File: src/assert_macros.svh
// Assertion macros used by the top-level RTL file
`ifndef ASSERT_MACROS_SVH
`define ASSERT_MACROS_SVH
// Property that holds at every clock edge out of reset
`define ASSERT_ALWAYS(lbl, expr) \
  lbl: assert property (@(posedge clk_i) disable iff (!rst_ni) (expr)) \
    else $error("assertion failed");
// Same-cycle implication
`define ASSERT_IMPL(lbl, ante, cons) \
  lbl: assert property (@(posedge clk_i) disable iff (!rst_ni) (ante) |-> (cons)) \
    else $error("assertion failed");
// Next-cycle implication
`define ASSERT_NEXT(lbl, ante, cons) \
  lbl: assert property (@(posedge clk_i) disable iff (!rst_ni) (ante) |=> (cons)) \
    else $error("assertion failed");
`endif

File: src/bna_pkg.sv
// Types, constants and saturating adders for the boid neighbour aggregator
package bna_pkg;

  localparam int MAX_BOIDS = 1024;
  localparam int AddrW     = $clog2(MAX_BOIDS);
  localparam int CntW      = $clog2(MAX_BOIDS + 1);

  localparam logic [7:0]  REG_VIEW_RADIUS  = 8'd0;
  localparam logic [7:0]  REG_AVOID_RADIUS = 8'd1;
  localparam logic [27:0] VIEW_RESET       = 28'd327680;
  localparam logic [27:0] AVOID_RESET      = 28'd65536;

  typedef enum logic [1:0] {
    CMD_LOAD  = 2'd0,
    CMD_QUERY = 2'd1,
    CMD_CLEAR = 2'd2
  } cmd_e;

  typedef enum logic [3:0] {
    S_IDLE, S_VR, S_AR, S_OWN, S_OWNC, S_RD, S_OFF, S_SQ, S_CMP, S_DIV, S_AM, S_DONE
  } state_e;

  typedef struct packed {
    logic signed [15:0] dir_z;
    logic signed [15:0] dir_y;
    logic signed [15:0] dir_x;
    logic signed [28:0] pos_z;
    logic signed [28:0] pos_y;
    logic signed [28:0] pos_x;
  } boid_t;

  typedef struct packed {
    logic busy;
    logic done;
  } div_stat_t;

  // returns {clamped, sum}
  function automatic logic [48:0] sat_add48(input logic signed [47:0] acc,
                                            input logic signed [47:0] dlt);
    logic signed [48:0] s;
    s = {acc[47], acc} + {dlt[47], dlt};
    if (s[48] != s[47]) return {1'b1, s[48], {47{~s[48]}}};
    return {1'b0, s[47:0]};
  endfunction

  function automatic logic [32:0] sat_add32(input logic signed [31:0] acc,
                                            input logic signed [31:0] dlt);
    logic signed [32:0] s;
    s = {acc[31], acc} + {dlt[31], dlt};
    if (s[32] != s[31]) return {1'b1, s[32], {31{~s[32]}}};
    return {1'b0, s[31:0]};
  endfunction

endpackage

File: src/bna_div.sv
// Restoring divider, one quotient bit a cycle: 2^62 / divisor
module bna_div
  import bna_pkg::*;
(
  input  logic        clk_i,
  input  logic        rst_ni,
  input  logic        start_i,
  input  logic [59:0] divisor_i,
  output div_stat_t   stat_o,
  output logic [62:0] quot_o
);

  logic [59:0] div_q;
  logic [60:0] rem_q;
  logic [62:0] quot_q;
  logic [5:0]  cnt_q;
  logic        busy_q, done_q;
  logic [60:0] rem_sh;
  logic        fits;

  // dividend has only bit 62 set
  assign rem_sh = {rem_q[59:0], (cnt_q == 6'd62)};
  assign fits   = rem_sh >= {1'b0, div_q};

  always_ff @(posedge clk_i or negedge rst_ni) begin
    if (!rst_ni) begin
      busy_q <= 1'b0;
      done_q <= 1'b0;
      cnt_q  <= '0;
    end else begin
      done_q <= 1'b0;
      if (start_i) begin
        busy_q <= 1'b1;
        cnt_q  <= 6'd62;
      end else if (busy_q) begin
        cnt_q <= cnt_q - 6'd1;
        if (cnt_q == 6'd0) begin
          busy_q <= 1'b0;
          done_q <= 1'b1;
        end
      end
    end
  end

  always_ff @(posedge clk_i) begin
    if (start_i) begin
      div_q  <= divisor_i;
      rem_q  <= '0;
      quot_q <= '0;
    end else if (busy_q) begin
      rem_q  <= fits ? rem_sh - {1'b0, div_q} : rem_sh;
      quot_q <= {quot_q[61:0], fits};
    end
  end

  assign stat_o = '{busy: busy_q, done: done_q};
  assign quot_o = quot_q;

endmodule

File: config.mk
export PLATFORM = sky130hd
export DESIGN_NAME = bna_div
export DESIGN_NICKNAME = d
export VERILOG_FILES = /design/src/assert_macros.svh /design/src/bna_pkg.sv /design/src/bna_div.sv
export SDC_FILE = /design/constraint.sdc
export NUM_CORES = 1
export LEC_CHECK = 0
export BUFFER_PORTS_ARGS = -buffer_cell sky130_fd_sc_hd__buf_2
export CAP_MARGIN = 25
export CELL_PAD_IN_SITES_DETAIL_PLACEMENT = 1
export CELL_PAD_IN_SITES_GLOBAL_PLACEMENT = 2
export CORE_MARGIN = 4
export CORE_UTILIZATION = 33
export DETAILED_ROUTE_END_ITERATION = 12
export PLACE_DENSITY_LB_ADDON = 0.15
export SYNTH_ARGS = -nofsm -noshare
export SYNTH_HDL_FRONTEND = slang
export SYNTH_SLANG_ARGS = --single-unit
File: constraint.sdc
create_clock -name clk_i -period 3.5 [get_ports clk_i]
set_input_delay 0.7 -clock clk_i [delete_from_list [all_inputs] [get_ports clk_i]]
set_output_delay 0.7 -clock clk_i [all_outputs]
set_load 0.005 [all_outputs]
Yosys cells after proc, flatten, opt, wreduce, memory -nomap -nowiden
Cells that the tools add are included.
W data, S select, Z words.
{ "word_totals": {"reg_bits": 191, "latchBits": 0, "mem_bits_rw": 0, "romBits": 0, "inputBits": 63, "output_inout_bits": 65, "mem_count": 0} }
{ "classes": {"addsub": 2, "mul": 0, "div_mod_pow": 0, "magnitude_cmp": 1, "n_eq_ne": 1, "shifts": 0, "mux": 9, "bitwise": 0, "n_reduce_logical": 2} }
{ "op_table": {"columns": ["cell", "n"], "rows": [
  ["$ge A61 B60 Y1", 1],
  ["$mux W60", 1],
  ["$sub A60 B60 Y60", 1],
  ["$mux W6", 2],
  ["$eq A6 B6 Y1 const B", 1],
  ["$logic_not A6 Y1", 1],
  ["$mux W1", 6],
  ["$sub A6 B1 Y6 const B", 1],
  ["$reduce_bool A2 Y1", 1]
]} }

Logic depth before layout (Yosys ltp)
Gate-level depths: netlist of the first run.
{ "depth": {"ltp_word": 4, "ltp_mapped": 17} }

Worst setup path after synthesis of the first run
No wires, ideal clock.
{ "synth_path": {"kind": "register -> register", "start": "register cnt_q[0]", "end": "register rem_q[56]", "setup_time_ns": 0.086, "t_arrival_ns": 3.466, "t_required_ns": 3.414, "path_slack_ns": -0.051, "stages_incl_launch_ff": 18, "path_cell_list": "dfrtp_1 inv_1 ha_1 and3_1 nand3_1 ha_1 inv_1 fa_1 a21o_1 a221o_1 a41oi_2 o22ai_1 o21ai_1 o21ai_0 a221oi_1 xnor2_1 mux2i_1 a211oi_1"} }
{ "synth_via": {"elab_chain_cells": 3} }
{ "synth_lines": {"columns": ["element", "line", "text"], "rows": [
  ["start, declared", "bna_div.sv:16", "logic [5:0] cnt_q;"],
  ["start signal, assigned", "bna_div.sv:36", "cnt_q <= cnt_q - 6'd1;"],
  ["$eq A6 B6 Y1 (*)", "bna_div.sv:22", "assign rem_sh = {rem_q[59:0], (cnt_q == 6'd62)};"],
  ["$sub A60 B60 Y60 / $ge A61 B60 Y1 (equally long branches)", "bna_div.sv:51, bna_div.sv:23", null],
  ["$mux W60 (*)", "bna_div.sv:51", "rem_q <= fits ? rem_sh - {1'b0, div_q} : rem_sh;"],
  ["end signal, assigned", "bna_div.sv:51", null],
  ["end, declared", "bna_div.sv:14", "logic [60:0] rem_q;"]
]} }
Mark *: on every way between the ends. The rest lies on a longest branch, timed or not.
A chain may end at the register's enable or synchronous reset.

Final worst setup path of the first run
{ "layout_path": {"start": "register cnt_q[1]", "end": "register rem_q[50]"} }
The elaborated chain is that of the path after synthesis.

==> results of run 1 <==
report_power, final:
| group | internal [mW] | switching (mW) |
|---|---|---|
| registers | 2.70 | 0.338 |
| logic | 2.48 | 3.15 |
| clock network | 1.02 | 0.990 |
repair_timing:
action                     4_1_cts  5_1_grt
pin swaps                       24       35
setup buffers                    6        3
resized for setup               27       30
setup endpoints to repair       11       51
through the flow:
step | cell area (um^2) | power, mW | instances | utilization, % | setup slack (ns)
after global routing | 13300 | 11.6 | 1830 | 40.6 | -0.0980
after global placement | 12300 | 8.41 | 1790 | 37.8 | -0.188
after floorplan | 10900 | 6.82 | 1231 | - | 0.0133
after CTS | 13100 | 10.7 | 1828 | 40.2 | -0.0657
final | 13300 | 10.7 | 1830 | 40.6 | 0.100
after detailed placement | 12300 | 8.43 | 1790 | 37.8 | -0.262
cell type report:
class,count,area [um^2]
Clock buffer,17,425
Multi-Input combinational cell,881,6050
Fill cell,3869,19400
Timing Repair Buffer,204,1280
Sequential cell,191,4470
Inverter,80,300
Tap cell,442,553
Clock inverter,15,168
state kept, by name, indices dropped and copies added, names as in the netlist:
name    flops
done_q      1
quot_o     63
busy_q      1
cnt_q       6
div_q      60
rem_q      60
cell families after synthesis:
group,count (synthesis)
adder cells (fa/ha/maj),64
AO/OA/AOI/OAI,318
multiplexers,86
flip-flops,191
buffers and inverters,159
AND/OR/NAND/NOR,355
XOR/XNOR,58
worst max-delay path, stage by stage, from the launching register on:
cell and delay (ns):
dfrtp_1 0.42, ha_4 0.17, and3_4 0.15, nand3_4 0.07, ha_4 0.13, inv_2 0.04
fa_2 0.33, a21o_1 0.20, a221o_1 0.34, a41oi_4 0.29, buf_6 0.16, a221oi_4 0.06
nor2_2 0.19, buf_6 0.16, o21a_4 0.16, xor2_2 0.14, nor2_1 0.06, a21oi_1 0.13
o21ai_1 0.07
placed cells by master, fill, tap and decap left out, types with 4 or more instances in the layout:
cell and count:
dfxtp_1 123, o21ai_0 32, and3_1 6, nand4_1 21
buf_12 4, o31ai_1 5, nand2b_1 16, buf_2 126
o21bai_1 12, clkbuf_16 17, nand2_1 53, xnor2_1 38
a21oi_1 111, buf_4 69, edfxtp_1 60, a211oi_1 52
ha_1 59, nor3_1 14, mux2i_1 82, o211ai_1 6
buf_6 5, inv_1 78, a21oi_2 4, inv_8 4
dfrtp_1 7, o21a_1 5, xor2_1 16, and2_1 5
nand3_1 14, a21o_1 32, inv_6 4, nor2b_1 10
or3_1 8, nor2_1 190, mux2_2 4, o21ai_1 4
a31oi_1 12
path summary, 6_finish.rpt:
| check | startpoint | to | cells past startpoint |
|---|---|---|---|
| max in group asynchronous | rst_ni | busy_q | 1 |
| setup / recovery | cnt_q[1] | rem_q[50] | 18 |
| setup reg to reg | cnt_q[1] | rem_q[50] | 18 |
| hold reg to reg | quot_o[62] | quot_o[62] | 2 |
| hold / removal | rst_ni | cnt_q[5] | 1 |
| min in group clk_i | divisor_i[44] | div_q[44] | 1 |
layer usage:
metal  up-vias  share of wire (%)
met5         -                  0
met4         0                1.1
met3        21                4.5
met2       115                 44
met1      4311                 50
li1       4635                  -
==> impl_metrics.toml, run 1 <==
[outcome]
status = "finished clean"

[logic_synthesis]
synth_area_mm2 = 0.0109
synth_fa_ha_area_share_pct = 7.39
ys_seq_elements = 191
synthArstFlopShare_pct = 4.19
syn-num-nets = 1358
yosys.area.top_type = "dfxtp_1"
ys_top_cells_by_count = "191 x nor2_1, 123 x dfxtp_1, 115 x a21oi_1, 82 x mux2i_1, 80 x inv_1"
synth_top_area_share_pct = 22.5
postSynthCellCount = 1231
ys.flop_type = "dfxtp_1"
synth_compound_area_share_pct = 18.6
synth_xor_area_share_pct = 4.65
yosys.area_share.simple_pct = 14.5
synthMuxAreaShare_pct = 7.92
synth_warnings = 0
seq_area_frac_synth_pct = 40.8
ys_types = 62
yosys.cell_count.top_type = "nor2_1"
synth_area_leaders = "dfxtp_1 23%, edfxtp_1 16%, mux2i_1 7.5%, ha_1 7.2%, nor2_1 6.6%"
syn_area_per_cell_um2 = 8.88
synth_top_family_by_area = "compound AO/OA/AOI/OAI gates"
synth_edf_count = 60

[clock_tree]
cts_tree = "yes"
cts_root_buf = "clkbuf_16"
htree_levels = 4
cts_inserted_buffers = 17
cts.sinks = 191
clk_pin_slew_ns = 0.08
cts_buffer_depth = 2
clk_latency_ns = 0.46
cts_hold_buf = 0

[sta]
fmax_ghz = 0.294
fin_crit_ns = 3.40
timing.setup.tns_ns = 0
rsz0062_at_grt = "yes"
whs_ns = 0.0772
finalSetupViolations = 0
relSlewSlack_pct = 49.3
fin_crit_sh_pct = 97.1
worstMarginPinSlew_ns = 0.760
hold_viol = 0
maxSlewViolCount = 0
clock_skew_ns = 0.0147

[setup_path]
start_kind = "flip-flop"
crit_fanout = 4
criticalPathCategory = "flip-flop to flip-flop"
rrSetupSlack_ns = 0.10
arrival_ns = 3.74
critical_path_required_ns = 3.84
cp-end-kind = "flip-flop"

[die]
die_area_mm2 = 0.0361
fp.dieW_um = 190
die_h_um = 190
rows = 66
pin_count = 128
initial_utilization_pct = 33.5
core_area_mm2 = 0.0326

[drt]
drtPass1Iterations = 4
wl_um = 30700
wire_per_inst_um = 16.8
drtIter0Drc = 347
ant_nets = 0
via_count = 9082
drc = 0
vias_per_cell = 4.96

[global_route]
grt-ovfl-total = 0
gr-usage-met2_pct = 26.5
met1_usage_pct = 24.3
antenna_found_initial = 0
grtUsageTotal_pct = 17.2
grt_pass1_vias = 9538
use_met3_pct = 4.37
grt_pass1_wl_um = 50700
grt_busiest_layer = "met2"
grt_max_degree = 94

[finish]
area_growth_pct = 21.2
drive_above_1_share_pct = 20.6
nets = 1502
n_antenna_cell = 0

[placement]
numPortBuffers = 127
gp_congestion = 0.792
dp_hpwl_um = 22900

[job]
drv_cap = 0

[power]
power_density_mw_per_mm2 = 806
p_leak_nw = 6.34
vdd_ir_drop_max_uv = 419

[worst_hold_path]
min_path_type = "primary input to asynchronous set/reset pin"
(Power assumes the default switching activity.)
==> run 2: changes to the inputs <==
CORE_ASPECT_RATIO = 0.9   (was unset)
CTS_CLUSTER_SIZE = 16   (was unset)
==> impl_metrics.toml, run 2 (synthesis results as in run 1) <==
[outcome]
status = "finished clean"

[finish]
mostFrequentLayoutCells = "186 x nor2_1, 126 x buf_2, 123 x dfxtp_1"
area_growth_pct = 22.4
fin_util_pct = 41.5
nets = 1502
n_antenna_cell = 0
final_common_cell = "nor2_1"
largest_reg_flops = 63
finish.instance_area_mm2 = 0.0134
layoutNonFillerInstCount = 1804
drive_above_1_share_pct = 22.1

[clock_tree]
cts_hold_buf = 0
cts_buffer_depth = 2
cts_inserted_buffers = 17
cts_tree = "yes"
cts_root_buf = "clkbuf_16"
clk_latency_ns = 0.47
htree_levels = 4
clk_pin_slew_ns = 0.08
cts.sinks = 191

[global_route]
antenna_found_initial = 1
grt_pass1_wl_um = 51600
grt-ovfl-total = 0
grtUsageTotal_pct = 17.6
grt_max_degree = 91
grt_pass1_vias = 9604

[setup_path]
crit_fanout = 4
critical_path_required_ns = 3.89
start_kind = "flip-flop"
criticalPathCategory = "flip-flop to flip-flop"
cp-end-kind = "flip-flop"
arrival_ns = 3.89

[placement]
dp_hpwl_um = 23300
placed_cells = 1746
gp_congestion = 0.819
place_area_mm2 = 0.0122
numPortBuffers = 127

[sta]
relSlewSlack_pct = 54.1
hold_viol = 0
finalSetupViolations = 0
rsz0062_at_grt = "yes"
maxSlewViolCount = 0
fmax_ghz = 0.286
timing.setup.tns_ns = 0
clock_skew_ns = 0.0168
fin_crit_sh_pct = 99.9
worstMarginPinSlew_ns = 0.688
fin_crit_ns = 3.50

[power]
p_leak_nw = 6.40
total_power_mw = 11.1
vdd_ir_drop_max_uv = 389
power_density_mw_per_mm2 = 829

[die]
fp.dieW_um = 200
rows = 62
die_h_um = 181
die_area_mm2 = 0.0361
pin_count = 128
initial_utilization_pct = 33.9
core_area_mm2 = 0.0323

[drt]
ant_nets = 0
wire_per_inst_um = 18.0
drtPass1Iterations = 4
via_count = 9293
vias_per_cell = 5.15
drc = 0
wl_um = 32400
drtIter0Drc = 397

[job]
drv_cap = 0

[worst_hold_path]
min_path_type = "primary input to asynchronous set/reset pin"
-- run 2: per-layer routing --
| metal | part of all wire [%] | vias up | GRT usage (%) |
|---|---|---|---|
| met2 | 42 | 132 | 25.2 |
| met3 | 4.5 | 23 | 4.49 |
| met1 | 52 | 4494 | 26.3 |
| met5 | 0.059 | - | 0 |
| li1 | - | 4642 | - |
| met4 | 1.1 | 2 | 4.35 |
-- run 2: critical path: stages, from the launching register on --
cell and delay [ns]:
dfrtp_1 0.36, inv_2 0.06, ha_4 0.15, and3_4 0.14
nand3_2 0.06, ha_2 0.18, inv_2 0.04, fa_2 0.39
a21o_1 0.18, a221o_1 0.35, a41oi_4 0.35, buf_6 0.15
a221oi_4 0.07, nor2_4 0.18, o22ai_2 0.09, a211oi_2 0.25
xnor2_1 0.14, mux2i_1 0.10, a211oi_2 0.18
-- run 2: area by class of cell --
| cell class | count | area (um^2) |
|---|---|---|
| clock buffers | 19 | 443 |
| clock inverters | 13 | 123 |
| fillers | 3773 | 18900 |
| inverters | 80 | 300 |
| multi-input cells | 881 | 6150 |
| flip-flops and latches | 191 | 4470 |
| well taps | 416 | 520 |
| repair buffers | 204 | 1370 |
-- run 2: worst paths after layout --
kind,end,from,cells past startpoint,slack (ns)
worst max-delay path,rem_q[58],cnt_q[0],18,0.003
worst min-delay path,done_q,rst_ni,1,0.07
worst max register to register,rem_q[58],cnt_q[0],18,0.003
worst min register to register,rem_q[50],rem_q[50],2,0.49
max in group asynchronous,busy_q,rst_ni,1,3.23
min in group clk_i,div_q[43],divisor_i[43],1,0.40
-- run 2: report_power, final --
group          switching, mW  internal [mW]  leakage, nW  total [mW]
combinational           3.38           2.72         4.45        6.11
clock                  0.990          0.961        0.282        1.95
sequential             0.333           2.70         1.66        3.04
total                   4.71           6.39         6.40        11.1
-- run 2: stage by stage --
stage          worst slack [ns]  hold WS [ns]
2_1_floorplan            0.0133         0.404
3_3_place_gp             -0.164         0.478
3_5_place_dp             -0.265         0.492
4_1_cts                0.000225        0.0433
5_1_grt                  -0.194        0.0644
6_report                0.00347        0.0709
-- run 2: what timing repair did --
| action | CTS | global route |
|---|---|---|
| endpoints found under the setup margin | 22 | 44 |
| gates resized for setup | 17 | 65 |
| buffers inserted | 2 | 21 |
| gates cloned | 1 | 3 |
| pin swaps | 11 | 65 |
==> run 3: changes to the inputs <==
RECOVER_POWER = 50   (was unset)
==> impl_metrics.toml, run 3 (synthesis results as in run 1) <==
[power]
power_density_mw_per_mm2 = 831
vdd_ir_drop_max_uv = 390
total_power_mw = 11.1
p_leak_nw = 6.32

[drt]
drc = 0
via_count = 9286
highest_layer = "met5"
wire_per_inst_um = 18.0
drtIter0Drc = 412
vias_per_cell = 5.15
drtPass1Iterations = 4
met3_length_um = 1370
ant_nets = 0
met1Wirelength_um = 16900
wl_met2_um = 13800
wl_um = 32400

[outcome]
violations = "max-capacitance violations, max-slew violations"
status = "finished with violations"

[global_route]
grt_pass1_wl_um = 51600
grtUsageTotal_pct = 17.6
grt_pass1_vias = 9604
grt_max_degree = 91
antenna_found_initial = 1
grt-ovfl-total = 0

[clock_tree]
cts_buffer_depth = 2
cts.sinks = 191
clk_latency_ns = 0.47
cts_inserted_buffers = 17
htree_levels = 4
clk_pin_slew_ns = 0.08
cts_root_buf = "clkbuf_16"
cts_tree = "yes"

[sta]
maxSlewViolCount = 91
fin_crit_ns = 3.50
final.setup.worst_slack_ns = 0.00315
clock_skew_ns = 0.0177
rsz0062_at_grt = "yes"
hold_viol = 0
relSlewSlack_pct = -28.0
finalSetupViolations = 0
whs_ns = 0.159
fmax_ghz = 0.286
fin_crit_sh_pct = 99.9
worstMarginPinSlew_ns = 1.92

[die]
die_h_um = 181
core_area_mm2 = 0.0323
die_area_mm2 = 0.0361
pin_count = 128
rows = 62
fp.dieW_um = 200
initial_utilization_pct = 33.9

[finish]
fin_util_pct = 41.3
area_growth_pct = 22.0
finish.instance_area_mm2 = 0.0133
n_antenna_cell = 0
largest_reg_flops = 63
drive_above_1_share_pct = 20.9
nets = 1502
mostFrequentLayoutCells = "186 x nor2_1, 123 x dfxtp_1, 109 x buf_2"
multi_input_comb_area_mm2 = 0.00615
regArea_mm2 = 0.00447
num-fill-cells = 3785
final_common_cell = "nor2_1"

[placement]
pre_cts_slack_ns = -0.265
dp_hpwl_um = 23300
place_area_mm2 = 0.0122
gp_congestion = 0.819
numPortBuffers = 127

[setup_path]
criticalPathCategory = "flip-flop to flip-flop"
rr_startpoint = "cnt_q[0]"
slowest_delay_ns = 0.39
critical_path_required_ns = 3.89
rrSetupSlack_ns = 0.003
arrival_ns = 3.89
worstRegToRegCells = 18
start_kind = "flip-flop"
crit_slowest_cell = "fa_2"
path_cells = "inv_2 -> ha_4 -> and3_4 -> nand3_2 -> ha_2 -> inv_2 -> fa_2 -> a21o_1 -> a221o_1 -> a41oi_4 -> buf_6 -> a221oi_4 -> nor2_4 -> o22ai_2 -> a211oi_2 -> xnor2_1 -> mux2i_1 -> a211oi_2"
crit_fanout = 4
r2r-end = "rem_q[58]"
cp-end-kind = "flip-flop"

[worst_hold_path]
min_path_type = "primary input to asynchronous set/reset pin"

[job]
drv_cap = 1
run 3: cell types whose count changed in the layout (fill, tap and decap cells not counted):
cell | previous run | this run
buf_2 | 126 | 109
clkbuf_1 | 1 | 18
buf_12 | 5 | 4
clkbuf_2 | 0 | 1
run 3: per-layer routing:
layer	vias to the layer above	GRT usage, %
met5	-	0
met4	2	4.35
met3	20	4.49
met2	134	25.2
met1	4486	26.3
li1	4644	-
run 3: area by class of cell:
cell class / instances / area share, %
inverters: 80 / 2.25
clock inverters: 13 / 0.919
clock buffers: 19 / 3.32
repair buffers: 204 / 10.0
flip-flops and latches: 191 / 33.5
multi-input cells: 881 / 46.1
well taps: 416 / 3.90
run 3: repair_timing:
action,4_1_cts,5_1_grt
buffers inserted,2,21
pin swaps,11,65
gates resized for setup,17,65
setup endpoints to repair,22,44
gates cloned,1,3
hold buffers,0,0
run 3: critical path, delay by kind of cell, from the launching register on:
kind	cells	cell delay [ns]
compound gates	7	1.47
fa+ha+maj	3	0.72
simple gates	3	0.38
flops	1	0.36
buf+inv	3	0.25
xor+xnor	1	0.14
mux	1	0.10
run 3: how the worst max path moves through the flow:
stage	from	to	depth (start not counted)
3_3_place_gp	cnt_q[0]	rem_q[36]	17
4_1_cts	cnt_q[0]	rem_q[48]	19
6_report	cnt_q[0]	rem_q[58]	18
5_1_grt	cnt_q[0]	rem_q[38]	19
2_1_floorplan	cnt_q[0]	rem_q[56]	17
3_5_place_dp	cnt_q[0]	rem_q[36]	17
run 3: report_power, final:
part	total [mW]	internal (mW)	switching [mW]
registers	3.04	2.71	0.333
clock network	1.95	0.961	0.987
logic	6.10	2.72	3.38
total	11.1	6.39	4.70
run 3: stage by stage:
stage               TNS, ns  instances
floorplan                 0       1231
global placement     -0.446       1746
detailed placement    -1.31       1746
CTS                       0       1781
global route          -2.26       1804
finish                    0       1804
